## src/rawi_pkg.sv

```systemverilog
package rawi_pkg;

  // Number of quotient bits; a larger crossing magnitude cannot land in a 16-bit span
  localparam int QBITS = 17;
  localparam int QDEPTH = 4;

  // Job kinds decided by the front end
  localparam logic [1:0] KIND_NONE = 2'd0;
  localparam logic [1:0] KIND_VRAY = 2'd1;
  localparam logic [1:0] KIND_DIV  = 2'd2;
  localparam logic [1:0] KIND_MUL  = 2'd3;

  typedef struct packed {
    logic signed [15:0] origin_x;
    logic signed [15:0] origin_y;
    logic               dir_right;
    logic               dir_up;
    logic               ray_vertical;
    logic signed [31:0] ray_slope;
    logic signed [39:0] ray_intercept;
    logic               wall_vertical;
    logic signed [15:0] wall_ax;
    logic signed [15:0] wall_ay;
    logic signed [15:0] wall_bx;
    logic signed [15:0] wall_by;
  } in_t;

  typedef struct packed {
    logic               hit;
    logic signed [15:0] hit_x;
    logic signed [15:0] hit_y;
    logic               wall_bad;
  } out_t;

  typedef struct packed {
    logic [1:0]         kind;
    logic               bad;
    logic signed [15:0] lo;
    logic signed [15:0] hi;
    logic signed [15:0] wc;
    logic signed [15:0] ox;
    logic signed [31:0] m;
    logic signed [39:0] b;
  } job_t;

  typedef struct packed {
    logic               valid;
    logic [1:0]         kind;
    logic               bad;
    logic signed [15:0] lo;
    logic signed [15:0] hi;
    logic signed [15:0] wc;
    logic signed [15:0] ox;
    logic signed [39:0] b;
    logic               neg;
    logic               ovf;
    logic [31:0]        am;
    logic [39:0]        mag;
    logic signed [47:0] prod;
    logic signed [48:0] ysum;
    logic [32:0]        rem;
    logic [QBITS-1:0]   q;
  } pipe_t;

endpackage

```

## src/rawi_front.sv

```systemverilog
module rawi_front (
  input  logic            clk,
  input  logic            rst_n,
  input  logic            in_push,
  output logic            in_full,
  input  rawi_pkg::in_t   in_data,
  output logic            job_valid,
  input  logic            job_ready,
  output rawi_pkg::job_t  job
);
  import rawi_pkg::*;

  logic valid_r, valid_nxt;
  job_t job_r, job_nxt;
  logic take;

  // Accept a beat whenever the stage is empty or drains this cycle
  assign in_full   = valid_r && !job_ready;
  assign take      = in_push && !in_full;
  assign job_valid = valid_r;
  assign job       = job_r;

  // Classify the ray-wall pair
  always_comb begin
    logic ok;
    ok = 1'b0;
    job_nxt.ox = in_data.origin_x;
    job_nxt.m  = in_data.ray_slope;
    job_nxt.b  = in_data.ray_intercept;
    job_nxt.kind = KIND_NONE;
    if (in_data.wall_vertical) begin
      job_nxt.bad = in_data.wall_ax != in_data.wall_bx;
      job_nxt.wc  = in_data.wall_ax;
      job_nxt.lo  = (in_data.wall_ay < in_data.wall_by) ? in_data.wall_ay : in_data.wall_by;
      job_nxt.hi  = (in_data.wall_ay < in_data.wall_by) ? in_data.wall_by : in_data.wall_ay;
      ok = (in_data.wall_ax != in_data.origin_x) &&
           !(in_data.dir_right && in_data.origin_x > in_data.wall_ax) &&
           !(!in_data.dir_right && in_data.origin_x < in_data.wall_ax);
      if (!job_nxt.bad && ok && !in_data.ray_vertical) job_nxt.kind = KIND_MUL;
    end else begin
      job_nxt.bad = in_data.wall_ay != in_data.wall_by;
      job_nxt.wc  = in_data.wall_ay;
      job_nxt.lo  = (in_data.wall_ax < in_data.wall_bx) ? in_data.wall_ax : in_data.wall_bx;
      job_nxt.hi  = (in_data.wall_ax < in_data.wall_bx) ? in_data.wall_bx : in_data.wall_ax;
      ok = (in_data.wall_ay != in_data.origin_y) &&
           !(in_data.dir_up && in_data.origin_y > in_data.wall_ay) &&
           !(!in_data.dir_up && in_data.origin_y < in_data.wall_ay);
      if (!job_nxt.bad && ok) begin
        if (in_data.ray_vertical) job_nxt.kind = KIND_VRAY;
        else if (in_data.ray_slope != 32'sd0) job_nxt.kind = KIND_DIV;
      end
    end
  end

  always_comb begin
    valid_nxt = valid_r;
    if (job_ready) valid_nxt = 1'b0;
    if (take) valid_nxt = 1'b1;
  end

  always_ff @(posedge clk) begin
    if (!rst_n) begin
      valid_r <= 1'b0;
    end else begin
      valid_r <= valid_nxt;
    end
  end

  always_ff @(posedge clk) begin
    if (take) begin
      job_r <= job_nxt;
    end
  end

endmodule

```

## config.mk

```make
export PLATFORM = sky130hd
export DESIGN_NAME = rawi_front
export DESIGN_NICKNAME = d
export VERILOG_FILES = /design/src/rawi_pkg.sv /design/src/rawi_front.sv
export SDC_FILE = /design/constraint.sdc
export NUM_CORES = 1
export LEC_CHECK = 0
export ABC_AREA = 1
export BUFFER_PORTS_ARGS = -buffer_cell sky130_fd_sc_hd__buf_2
export CORE_MARGIN = 8
export CORE_UTILIZATION = 47
export DETAILED_ROUTE_END_ITERATION = 10
export HOLD_SLACK_MARGIN = 0.03
export PLACE_DENSITY = 0.79
export SLEW_MARGIN = 0
export SYNTH_ARGS = -nofsm -noshare
export SYNTH_HDL_FRONTEND = slang
export SYNTH_SLANG_ARGS = --single-unit
```

## constraint.sdc

```tcl
create_clock -name clk -period 8.78 [get_ports clk]
set_clock_uncertainty 0.2 [all_clocks]
set_input_delay 1.317 -clock clk [delete_from_list [all_inputs] [get_ports clk]]
set_output_delay 1.317 -clock clk [all_outputs]
set_load 0.03 [all_outputs]
```

; Word-level counts from Yosys, hierarchy flattened
; Index checks and enable logic that the tools add are counted.
[classes]
order_cmp = 6
muxes = 11
n_reduce_logical = 26
eq_ne = 4
[ops]
columns = op, n
row1 = $lt A16 B16 Y1, 4
row2 = $mux W16, 4
row3 = $ne A16 B16 Y1, 4
row4 = $mux W51, 1
row5 = $gt A16 B16 Y1, 2
row6 = $reduce_bool A32 Y1, 1
row7 = $logic_and A1 B1 Y1, 13
row8 = $logic_not A1 Y1, 11
row9 = $mux W2, 4
row10 = $mux W1, 2
row11 = $reduce_bool A2 Y1, 1
[totals]
output_inout_bits = 141
regBits = 140
input_bits = 176

; Logic depth before layout (Yosys ltp)
[logic_depth]
ltp_word = 9
ltp_mapped = 17
ltp_nobuf = 16

; Worst setup path before layout
; No wires, ideal clock.
[synth_path]
path_type = input port to flip-flop
from = input port job_ready
to = register job_r (netlist bit job[0]), enable pin
required_ns = 7.940
arrival_ns = 7.361
path_stages = 4
setup_time_ns = 0.640
setup_slack_ns = 0.580
cell_sequence = inv_1 nand2_1 inv_1 nor2_1
[synth_between]
elab_chain_len = 4
[synth_rtl]
columns = element, line
row1 = from (decl), rawi_front.sv:8  ; input logic job_ready,
row2 = $logic_not A1 Y1, rawi_front.sv:18  ; assign in_full = valid_r && !job_ready;
row3 = $logic_and A1 B1 Y1, rawi_front.sv:18
row4 = named net in_full, rawi_front.sv:5  ; output logic in_full,
row5 = $logic_not A1 Y1, rawi_front.sv:19  ; assign take = in_push && !in_full;
row6 = $logic_and A1 B1 Y1, rawi_front.sv:19
row7 = named net take, rawi_front.sv:15  ; logic take;
row8 = to (signal assigned), rawi_front.sv:71  ; job_r <= job_nxt;
row9 = to (decl), rawi_front.sv:14  ; job_t job_r, job_nxt;
; The timed path passes the listed nets, and every way through them passes these cells.
; A chain may end at the register's enable or synchronous reset.

==> impl_metrics.toml <==
[grt]
antenna_found_initial = 1
grt_start_max_net_pins = 66
grt_overflow = 0
grt_pass1_vias = 6370
track_usage_pct = 23.2
grt_pass1_wl_um = 35500

[power]
leakagePower_nw = 4.79
power_density_nw_per_um2 = 195
ir_drop_mv = 0.133
pwr-share-comb_pct = 22.2
p_clk_share_pct = 35.2
swShare_pct = 30.7
power.switching_uw = 582
p_int_mw = 1.31
seqPwrFrac_pct = 42.6

[route]
antenna_left = 0
wirelength_um = 24200
vias_per_cell = 5.26
dr.pass1.iters = 7
routedWlPerCell_um = 18.9
drc = 0
vias = 6756
drt_iter0_drc = 436

[floorplanning]
start_util_pct = 47.8
io_pins = 317
die_y_um = 143
die-area_um2 = 20300
std_cell_rows = 46
die_w_um = 143
core_um2 = 15800

[run]
cap_viol_max_count = 0

[layout]
final-seq-area_um2 = 4190
mostFrequentLayoutCell = "buf_2"
nNetsFinal = 1296
layout_common_cells = "buf_2, nand3_1, nand2_1"
area.growth.synth_to_final_pct = 29.3
multi_input_area_um2 = 2770
utilization_pct = 61.8
drive_gt1_share_pct = 33.5
fillers = 1355
stdcell_count = 1284
diodes = 0
fin_area_um2 = 9740

[worst_hold_path]
min_path_type = "register to register"
hp-start = "job_valid$_SDFFE_PN0P_"

[placed_design]
portBuffers = 316
dp_hpwl_um = 19700
dp_cells = 1253
placed_area_um2 = 9190
place_congestion = 0.910

[timing]
fmax_mhz = 224
fin_crit_sh_pct = 51.0
finalHoldViolations = 0
min_period_ns = 4.47
timing.setup.tns_ns = 0
relSlewSlack_pct = 26.8
rsz0062_at_grt = "false"
drv_slew = 0
setup_viol = 0
worstMarginPinSlew_ns = 1.10

[logic_synthesis]
synth.net_count = 988
synth_area_per_cell_um2 = 10.1
ys_seq_elements = 140
synth_async_sr_flop_share_pct = 0
yosysSeqAreaShare_pct = 55.7
ys_types = 30
syn_area_um2 = 7530
synth_ff_type = "edfxtp_1"
yosys.area.top_type = "edfxtp_1"
synth_edf_count = 139
synth_top_area_share_pct = 55.4
syn_inst = 748
synth.area.top_cells = "edfxtp_1, ha_1, nand3_1, nand2_1, inv_1"
yosysWarnings = 0

[cts]
cts_hold_buf = 0
cts_setup_buffers = 0
cts_tree = "done"
cts_max_level = 4
numClockSinks = 140
clockRootBuffer = "clkbuf_16"
cts_made_buffers = 17
post_cts_resized = 0
clk_pin_slew_ns = 0.06
cts_buffer_depth = 2
clk-insertion-delay-late_ns = 0.42

[setup_path]
crit_type = "input pin to register"
startpoint = "in_data[22]"
r2r-start = "job_valid$_SDFFE_PN0P_"
worst_setup_path_start_kind = "input pin"
worstPathRequired_ns = 8.74
arrival_ns = 4.44
critPathMaxFanout = 31
crit_path_end_kind = "register"

[run_status]
outcome = "finished clean"
[synth_stat cells, drive strengths merged (2+ instances only)]
master	n
edfxtp	139
a21oi	33
clkbuf	4
nand3b	4
nand4	6
nor2	20
inv	93
nor3	4
a21o	2
nand2	148
nor4	8
o21ai	30
ha	64
buf	26
nand3	159
[metrics by stage]
step | power, mW | hold slack, ns | setup slack [ns]
global placement | 1.23 | 0.280 | 4.05
global route | 1.97 | 0.352 | 3.98
detailed placement | 1.24 | 0.305 | 3.99
finish | 1.90 | 0.311 | 4.31
floorplan | 1.11 | 0.418 | 0.580
CTS | 1.90 | 0.315 | 4.41
[worst paths after layout]
check,endpoint,slack (ns),depth (start not counted)
hold reg to reg,job_valid$_SDFFE_PN0P_,0.31,2
setup reg to reg,job[117]$_DFFE_PP_,5.64,5
setup / recovery,job[108]$_DFFE_PP_,4.31,14
hold / removal,job_valid$_SDFFE_PN0P_,0.31,2
[cell type report]
type,instances,share of cell area [%]
clock buffers,18,4.41
well taps,216,2.77
repair buffers,320,16.5
clock inverters,13,1.22
multi-input cells,483,28.4
flip-flops and latches,140,43.1
inverters,94,3.62
[worst max-delay path: stages]
cell	delay, ns
buf_2	0.11
inv_1	0.07
ha_1	0.28
nand2_1	0.06
nor2_1	0.22
nand2_1	0.10
nand2_1	0.09
nand2_1	0.08
nand2_1	0.13
nand2_1	0.61
nand2_1	1.04
nand2_1	0.13
nand3_1	0.11
nand2_1	0.08
[routing by layer]
metal / GRT usage, % / vias up / wire [µm]
met5: 0 / - / 10
met4: 6.04 / 2 / 265
met3: 5.37 / 23 / 2140
met2: 40.0 / 361 / 12000
met1: 28.5 / 3144 / 9800
li1: - / 3226 / -
[flip-flops by register name (all words and copies together), names as in the netlist]
register / count
job_valid: 1
job: 139
[power groups by stage]
stage,clock (mW),combinational [mW],sequential [mW]
after detailed placement,0,0.417,0.822
after global placement,0,0.408,0.821
after floorplan,0,0.185,0.925
final,0.667,0.420,0.808
after CTS,0.675,0.419,0.808
after global routing,0.700,0.458,0.812
[logic make-up (layout without fill, tap and decap cells)]
kind of cell / after synthesis / after routing / synth area share, %
DFF: 140 / 140 / 55.7
and+or+nand+nor: 350 / 350 / 21.1
AOI/OAI and AO/OA: 67 / 67 / 4.63
buffers and inverters: 125 / 445 / 7.71
xor gates and xnor gates: 2 / 2 / 0.233
adders and majority gates: 64 / 64 / 10.6
Note: power is estimated with default switching activity, not from simulation.
