`src/rawi_pkg.sv`:
```
package rawi_pkg;

  // Number of quotient bits; a larger crossing magnitude cannot land in a 16-bit span
  localparam int QBITS = 17;
  localparam int QDEPTH = 4;

  // Job kinds decided by the front end
  localparam logic [1:0] KIND_NONE = 2'd0;
  localparam logic [1:0] KIND_VRAY = 2'd1;
  localparam logic [1:0] KIND_DIV  = 2'd2;
  localparam logic [1:0] KIND_MUL  = 2'd3;

  typedef struct packed {
    logic signed [15:0] origin_x;
    logic signed [15:0] origin_y;
    logic               dir_right;
    logic               dir_up;
    logic               ray_vertical;
    logic signed [31:0] ray_slope;
    logic signed [39:0] ray_intercept;
    logic               wall_vertical;
    logic signed [15:0] wall_ax;
    logic signed [15:0] wall_ay;
    logic signed [15:0] wall_bx;
    logic signed [15:0] wall_by;
  } in_t;

  typedef struct packed {
    logic               hit;
    logic signed [15:0] hit_x;
    logic signed [15:0] hit_y;
    logic               wall_bad;
  } out_t;

  typedef struct packed {
    logic [1:0]         kind;
    logic               bad;
    logic signed [15:0] lo;
    logic signed [15:0] hi;
    logic signed [15:0] wc;
    logic signed [15:0] ox;
    logic signed [31:0] m;
    logic signed [39:0] b;
  } job_t;

  typedef struct packed {
    logic               valid;
    logic [1:0]         kind;
    logic               bad;
    logic signed [15:0] lo;
    logic signed [15:0] hi;
    logic signed [15:0] wc;
    logic signed [15:0] ox;
    logic signed [39:0] b;
    logic               neg;
    logic               ovf;
    logic [31:0]        am;
    logic [39:0]        mag;
    logic signed [47:0] prod;
    logic signed [48:0] ysum;
    logic [32:0]        rem;
    logic [QBITS-1:0]   q;
  } pipe_t;

endpackage

```
`src/rawi_queue.sv`:
```
module rawi_queue (
  input  logic            clk,
  input  logic            rst_n,
  input  logic            wr_valid,
  output logic            wr_ready,
  input  rawi_pkg::job_t  wr_data,
  output logic            rd_valid,
  input  logic            rd_en,
  output rawi_pkg::job_t  rd_data
);
  import rawi_pkg::*;

  localparam int AW = $clog2(QDEPTH);

  job_t mem_r [QDEPTH];
  logic [AW-1:0] wp_r, wp_nxt, rp_r, rp_nxt;
  logic [AW:0]   cnt_r, cnt_nxt;
  logic do_wr, do_rd;

  assign wr_ready = cnt_r != (AW+1)'(QDEPTH);
  assign rd_valid = cnt_r != '0;
  assign rd_data  = mem_r[rp_r];
  assign do_wr    = wr_valid && wr_ready;
  assign do_rd    = rd_en && rd_valid;

  // Advance pointers and occupancy
  always_comb begin
    wp_nxt  = do_wr ? wp_r + 1'b1 : wp_r;
    rp_nxt  = do_rd ? rp_r + 1'b1 : rp_r;
    cnt_nxt = cnt_r + (AW+1)'(do_wr) - (AW+1)'(do_rd);
  end

  always_ff @(posedge clk) begin
    if (!rst_n) begin
      wp_r  <= '0;
      rp_r  <= '0;
      cnt_r <= '0;
    end else begin
      wp_r  <= wp_nxt;
      rp_r  <= rp_nxt;
      cnt_r <= cnt_nxt;
    end
  end

  always_ff @(posedge clk) begin
    if (do_wr) begin
      mem_r[wp_r] <= wr_data;
    end
  end

endmodule

```
`config.mk`:
```
export PLATFORM = sky130hd
export DESIGN_NAME = rawi_queue
export DESIGN_NICKNAME = d
export VERILOG_FILES = /design/src/rawi_pkg.sv /design/src/rawi_queue.sv
export SDC_FILE = /design/constraint.sdc
export NUM_CORES = 1
export LEC_CHECK = 0
export BUFFER_PORTS_ARGS = -buffer_cell sky130_fd_sc_hd__buf_2
export CORE_ASPECT_RATIO = 0.5
export CORE_MARGIN = 3
export CORE_UTILIZATION = 40
export CTS_CLUSTER_DIAMETER = 80
export DETAILED_ROUTE_END_ITERATION = 8
export SYNTH_ARGS = -nofsm -noshare
export SYNTH_HDL_FRONTEND = slang
export SYNTH_SLANG_ARGS = --single-unit
```
`constraint.sdc`:
```
create_clock -name clk -period 6.2 [get_ports clk]
set_clock_uncertainty 0.2 [all_clocks]
set_input_delay 0.31 -clock clk [delete_from_list [all_inputs] [get_ports clk]]
set_output_delay 0.31 -clock clk [all_outputs]
set_load 0.005 [all_outputs]
```
# == Word level (Yosys, flattened, before mapping) ==
# Memories as Yosys holds them, arrays and structs flattened. A register that Yosys moved wholly into a read port is not among the register bits.
# Index checks and enable logic that the tools add are counted.
# totals
regBits,7
latch_bits,0
ram_bits,556
mem_bits_ro,0
in_bits,143
out_inout_bits,141
word_cells,16
n_memories,1
# op_classes
n_addsub,4
n_mul,0
n_div,0
magnitude_cmp,0
n_eq_ne,1
shifts,0
n_mux,4
n_bitwise,0
n_reduce_logical,3
# mem_list
memory,depth,word_bits,rd,rd_clocked_by_memory_dff,wr,line_no,rtl
mem_r,4,139,1,1,1,rawi_queue.sv:15,job_t mem_r [QDEPTH];
# ops
cell,count
2-bit by 1-bit adder with 2-bit output (second input constant),2
2-bit 2-to-1 mux,2
3-bit by 1-bit adder with 3-bit output,1
3-bit != test (second input constant),1
3-bit nonzero test,1
3-bit by 1-bit subtractor with 3-bit output,1
1-bit logical AND,2
1-bit 2-to-1 mux,2

# == Depth between registers and ports, before layout ==
# logic_depth
word_depth,4
mapped_depth,11
ltp_nobuf,11

# == Worst setup path after synthesis ==
# Ideal clock, no wire load.
# synth_timing
path_type,reg-to-reg
from,reg cnt_r[1]
to,mem mem_r[0][0] in the netlist's numbering (enable)
setup_time_ns,0.515
arrival_ns,4.112
required_ns,5.485
path_slack_ns,1.373
path_stages_with_launch,4
n_path_buf,0
synth_period_minus_slack_ns,4.827
cell_sequence,dfxtp_1 nor2_1 a21boi_1 and2_1
# synth_between
elab_chain_cells,4
# synth_lines
element,line_no,rtl
from (decl),rawi_queue.sv:17,"logic [AW:0] cnt_r, cnt_nxt;"
from (signal assigned),rawi_queue.sv:41,cnt_r <= cnt_nxt;
3-bit != test,rawi_queue.sv:20,assign wr_ready = cnt_r != (AW+1)'(QDEPTH);
1-bit logical AND,rawi_queue.sv:23,assign do_wr = wr_valid && wr_ready;
1-bit 2-to-1 mux,rawi_queue.sv:46,if (do_wr) begin
1-bit 2-to-1 mux (implied by the code),rawi_queue.sv:47,mem_r[wp_r] <= wr_data;
to (decl),rawi_queue.sv:15,
# No other way between the ends.

# == Final worst setup path ==
# layout_timing
from,reg cnt_r[1]
to,mem mem_r[2][110] in the netlist's numbering (enable)
# Same word-level chain as after synthesis.

==> results by group <==
Synthesis
  – Netlist cell types: 21
  – Post-synthesis simple-gate area fraction: 0.445%
  – Largest family of logic cells by synthesized area: multiplexers
  – Mux contribution to synthesized area: 15.3%
  – Compound-cell area share of the yosys netlist: 0.122%
  – Adder-cell share of the synthesized area: 0.463%
  – Seq/Total Area, Yosys: 82.2%
  – Syn nets: 924
  – Yosys warnings: 0
  – Syn Area/Cell: 26.5 sq um
  – Synth Area in XOR/XNOR: 0.171%
  – Cells after synthesis: 774
  – Mapped cell area: 20500 sq um
  – Number of synthesized register bits: 565

Critical path
  – Crit-path max FO: 73
  – CP max-delay cell: and2_4
  – Levels on crit path: 4
  – Reg2reg path depth: 4
  – Required @ worst endpoint: 6190 ps
  – RR Endpoint: mem_r[2][110]
  – Worst Setup Start Kind: flop
  – R2r startpoint: cnt_r[1]
  – CP Launch Point: cnt_r[1]
  – Arrival time at the worst endpoint: 3220 ps
  – CP max stage delay: 950 ps
  – Critical path class: reg -> reg
  – Critical-path cell list: nor2_1 -> a21boi_1 -> and2_4 -> buf_12
  – Worst path buffer plus inverter count: 1
  – Worst R2R Setup Slack: 2970 ps
  – Largest delay share family, worst path: simple AND/OR/NAND/NOR gates
  – CP endpoint: mem_r[2][110]
  – Critical path capture point type: flop

Clocking
  – Clk sink count: 565
  – CTS resizes: 0
  – Inserted Clock Buffers: 50
  – Clock latency on the worst-skew pair: 560 ps
  – Worst-path clk slew: 60 ps
  – Post-CTS Setup Inserts: 0
  – H-tree levels: 2
  – Clock Root Buffer: clkbuf_16
  – CTS tree: done
  – Worst-case clock buffer depth: 3

Placed design
  – Placed insts: 1723
  – IO Port Bufs: 283
  – Pre-CTS WS: 2930 ps
  – Hpwl dp: 24100 microns
  – RePlAce Congestion: 0.705

Die
  – Io pins: 284
  – Initial Util: 40.7%
  – # rows: 58
  – Die width: 326 microns
  – Die Y: 166 microns
  – Core footprint: 50500 sq um
  – Die area: 54300 sq um

Global routing
  – GRT overflow: 0
  – GRT Total Usage: 15.0%
  – Number of global-route vias before repair: 10.4k
  – First-pass GRT wire length: 62400 microns
  – Largest net degree at the start of global routing: 140
  – Initial antenna violation count: 1

Drt
  – Initial DRC count: 590
  – Via/cell ratio: 4.86
  – DR vias: 9515
  – Wirelength per Cell: 21.0 microns
  – ANT nets after route: 0
  – Final WL: 41000 microns
  – Drc violations: 0
  – Drt first pass iters: 5

Timing
  – Final worst slack: 2970 ps
  – Final hold slack: 50.5 ps
  – Slew Viols, Final: 0
  – Slew @ Worst Pin: 1080 ps
  – Maximum clock frequency: 310 MHz
  – Minimum clock period: 3230 ps
  – Final setup viols: 0
  – RSZ-0062 raised after global routing: no
  – Fin crit share: 52.1%
  – Max transition margin: 28.0%
  – Fin. Hold Viols: 0
  – Setup TNS: 0 ps

Cells and area
  – Fin nets: 1375
  – Finished Layout Cells: 1957
  – Layout cell share with drive strength beyond 1: 40.8%
  – P&R area growth vs syn: 25.4%

Hold path
  – Startpoint of the lowest-slack hold path: wr_valid
  – Worst hold path type: in -> reg

Run
  – MaxCap Viol Count: 0

Power and ir drop
  – Total leakage power: 0.00860 uW
  – PD cells: 382 nW/um^2
  – Peak supply drop: 233 uV

Status
  – Status: finished clean
[synthesized netlist by cell type]
library cell / n / area, sq um
mux4_2: 139 / 3130
buf_2: 12 / 60.1
nor2_1: 1 / 3.75
a21boi_1: 1 / 7.51
dfxtp_1: 9 / 180
mux2i_1: 2 / 20.0
nand2_1: 5 / 18.8
edfxtp_1: 556 / 16700
ha_1: 6 / 75.1
and2_1: 7 / 43.8
buf_6: 14 / 158
fa_1: 1 / 20.0
buf_1: 2 / 7.51
clkbuf_1: 2 / 7.51
o31a_1: 1 / 8.76
inv_1: 5 / 18.8
nor2b_1: 3 / 18.8
xnor2_1: 4 / 35.0
or3_1: 1 / 6.26
o311ai_0: 1 / 8.76
buf_4: 2 / 15.0
[cells by family (layout without fill, tap and decap cells)]
| family | after synthesis | count (layout) |
|---|---|---|
| flops | 565 | 565 |
| fa+ha+maj | 7 | 7 |
| other cells | 0 | 1 |
| buf+inv | 37 | 529 |
| simple gates | 17 | 17 |
| compound gates | 3 | 3 |
| xor+xnor | 4 | 4 |
| mux | 141 | 141 |
[stage by stage]
stage | cell area, sq um | utilization (%) | power, uW
floorplan | 20500 | - | 6080
global placement | 22700 | 45.0 | 6830
detailed placement | 22700 | 45.0 | 6870
CTS | 25700 | 51.0 | 10000
global route | 25700 | 51.0 | 10300
finish | 25700 | 51.0 | 9840
[where the power goes]
| part | total (uW) | internal (uW) | switching (uW) | leakage [uW] |
|---|---|---|---|---|
| logic | 2000 | 1030 | 962 | 0.00263 |
| clock network | 3050 | 1730 | 1320 | 0.000805 |
| registers | 4790 | 4630 | 164 | 0.00517 |
| total | 9840 | 7390 | 2450 | 0.00860 |
[placed cells by master, fill, tap and decap left out, types with 6 or more instances in the layout]
| master | instances |
|---|---|
| clkbuf_1 | 9 |
| ha_1 | 6 |
| mux4_2 | 139 |
| dlygate4sd3_1 | 140 |
| clkbuf_16 | 53 |
| buf_2 | 283 |
| buf_12 | 6 |
| edfxtp_1 | 556 |
| dfxtp_1 | 7 |
| clkinv_2 | 19 |
[area by class of cell]
type | instances | area, sq um
Timing Repair Buffer | 431 | 2950
Multi-Input combinational cell | 172 | 3410
Inverter | 5 | 18.8
Tap cell | 690 | 863
Fill cell | 4058 | 24800
Clock buffer | 62 | 1360
Clock inverter | 31 | 262
Antenna cell | 1 | 2.50
Sequential cell | 565 | 16900
[worst min-delay path by stage]
stage,cells past startpoint,end
2_1_floorplan,0,mem_r[0][0]
3_5_place_dp,2,wp_r[1]
4_1_cts,3,wp_r[1]
6_report,3,wp_r[1]
5_1_grt,3,wp_r[1]
3_3_place_gp,2,wp_r[1]
[state kept, by name, indices dropped and copies added (netlist names), named ones only]
register	cells
wp_r	2
cnt_r	3
rp_r	2
mem_r	556
[timing repair]
| action | 4_1_cts | 5_1_grt |
|---|---|---|
| endpoints found under the hold margin | 565 | 0 |
| hold buffers | 140 | 0 |
| setup endpoints to repair | 0 | 0 |
[worst register-to-register path, stage by stage, from the launching register on]
cell and delay (ps):
dfxtp_1 460, nor2_1 110, a21boi_1 550, and2_4 950, buf_12 480
[metal layers]
| metal | GRT usage [%] | part of all wire, % | up-vias |
|---|---|---|---|
| met5 | 0 | 0 | - |
| met4 | 5.56 | 3.4 | 0 |
| met3 | 2.55 | 3.1 | 73 |
| met2 | 28.0 | 56 | 174 |
| met1 | 17.3 | 37 | 5028 |
| li1 | - | - | 4240 |
(Power assumes the default switching activity.)
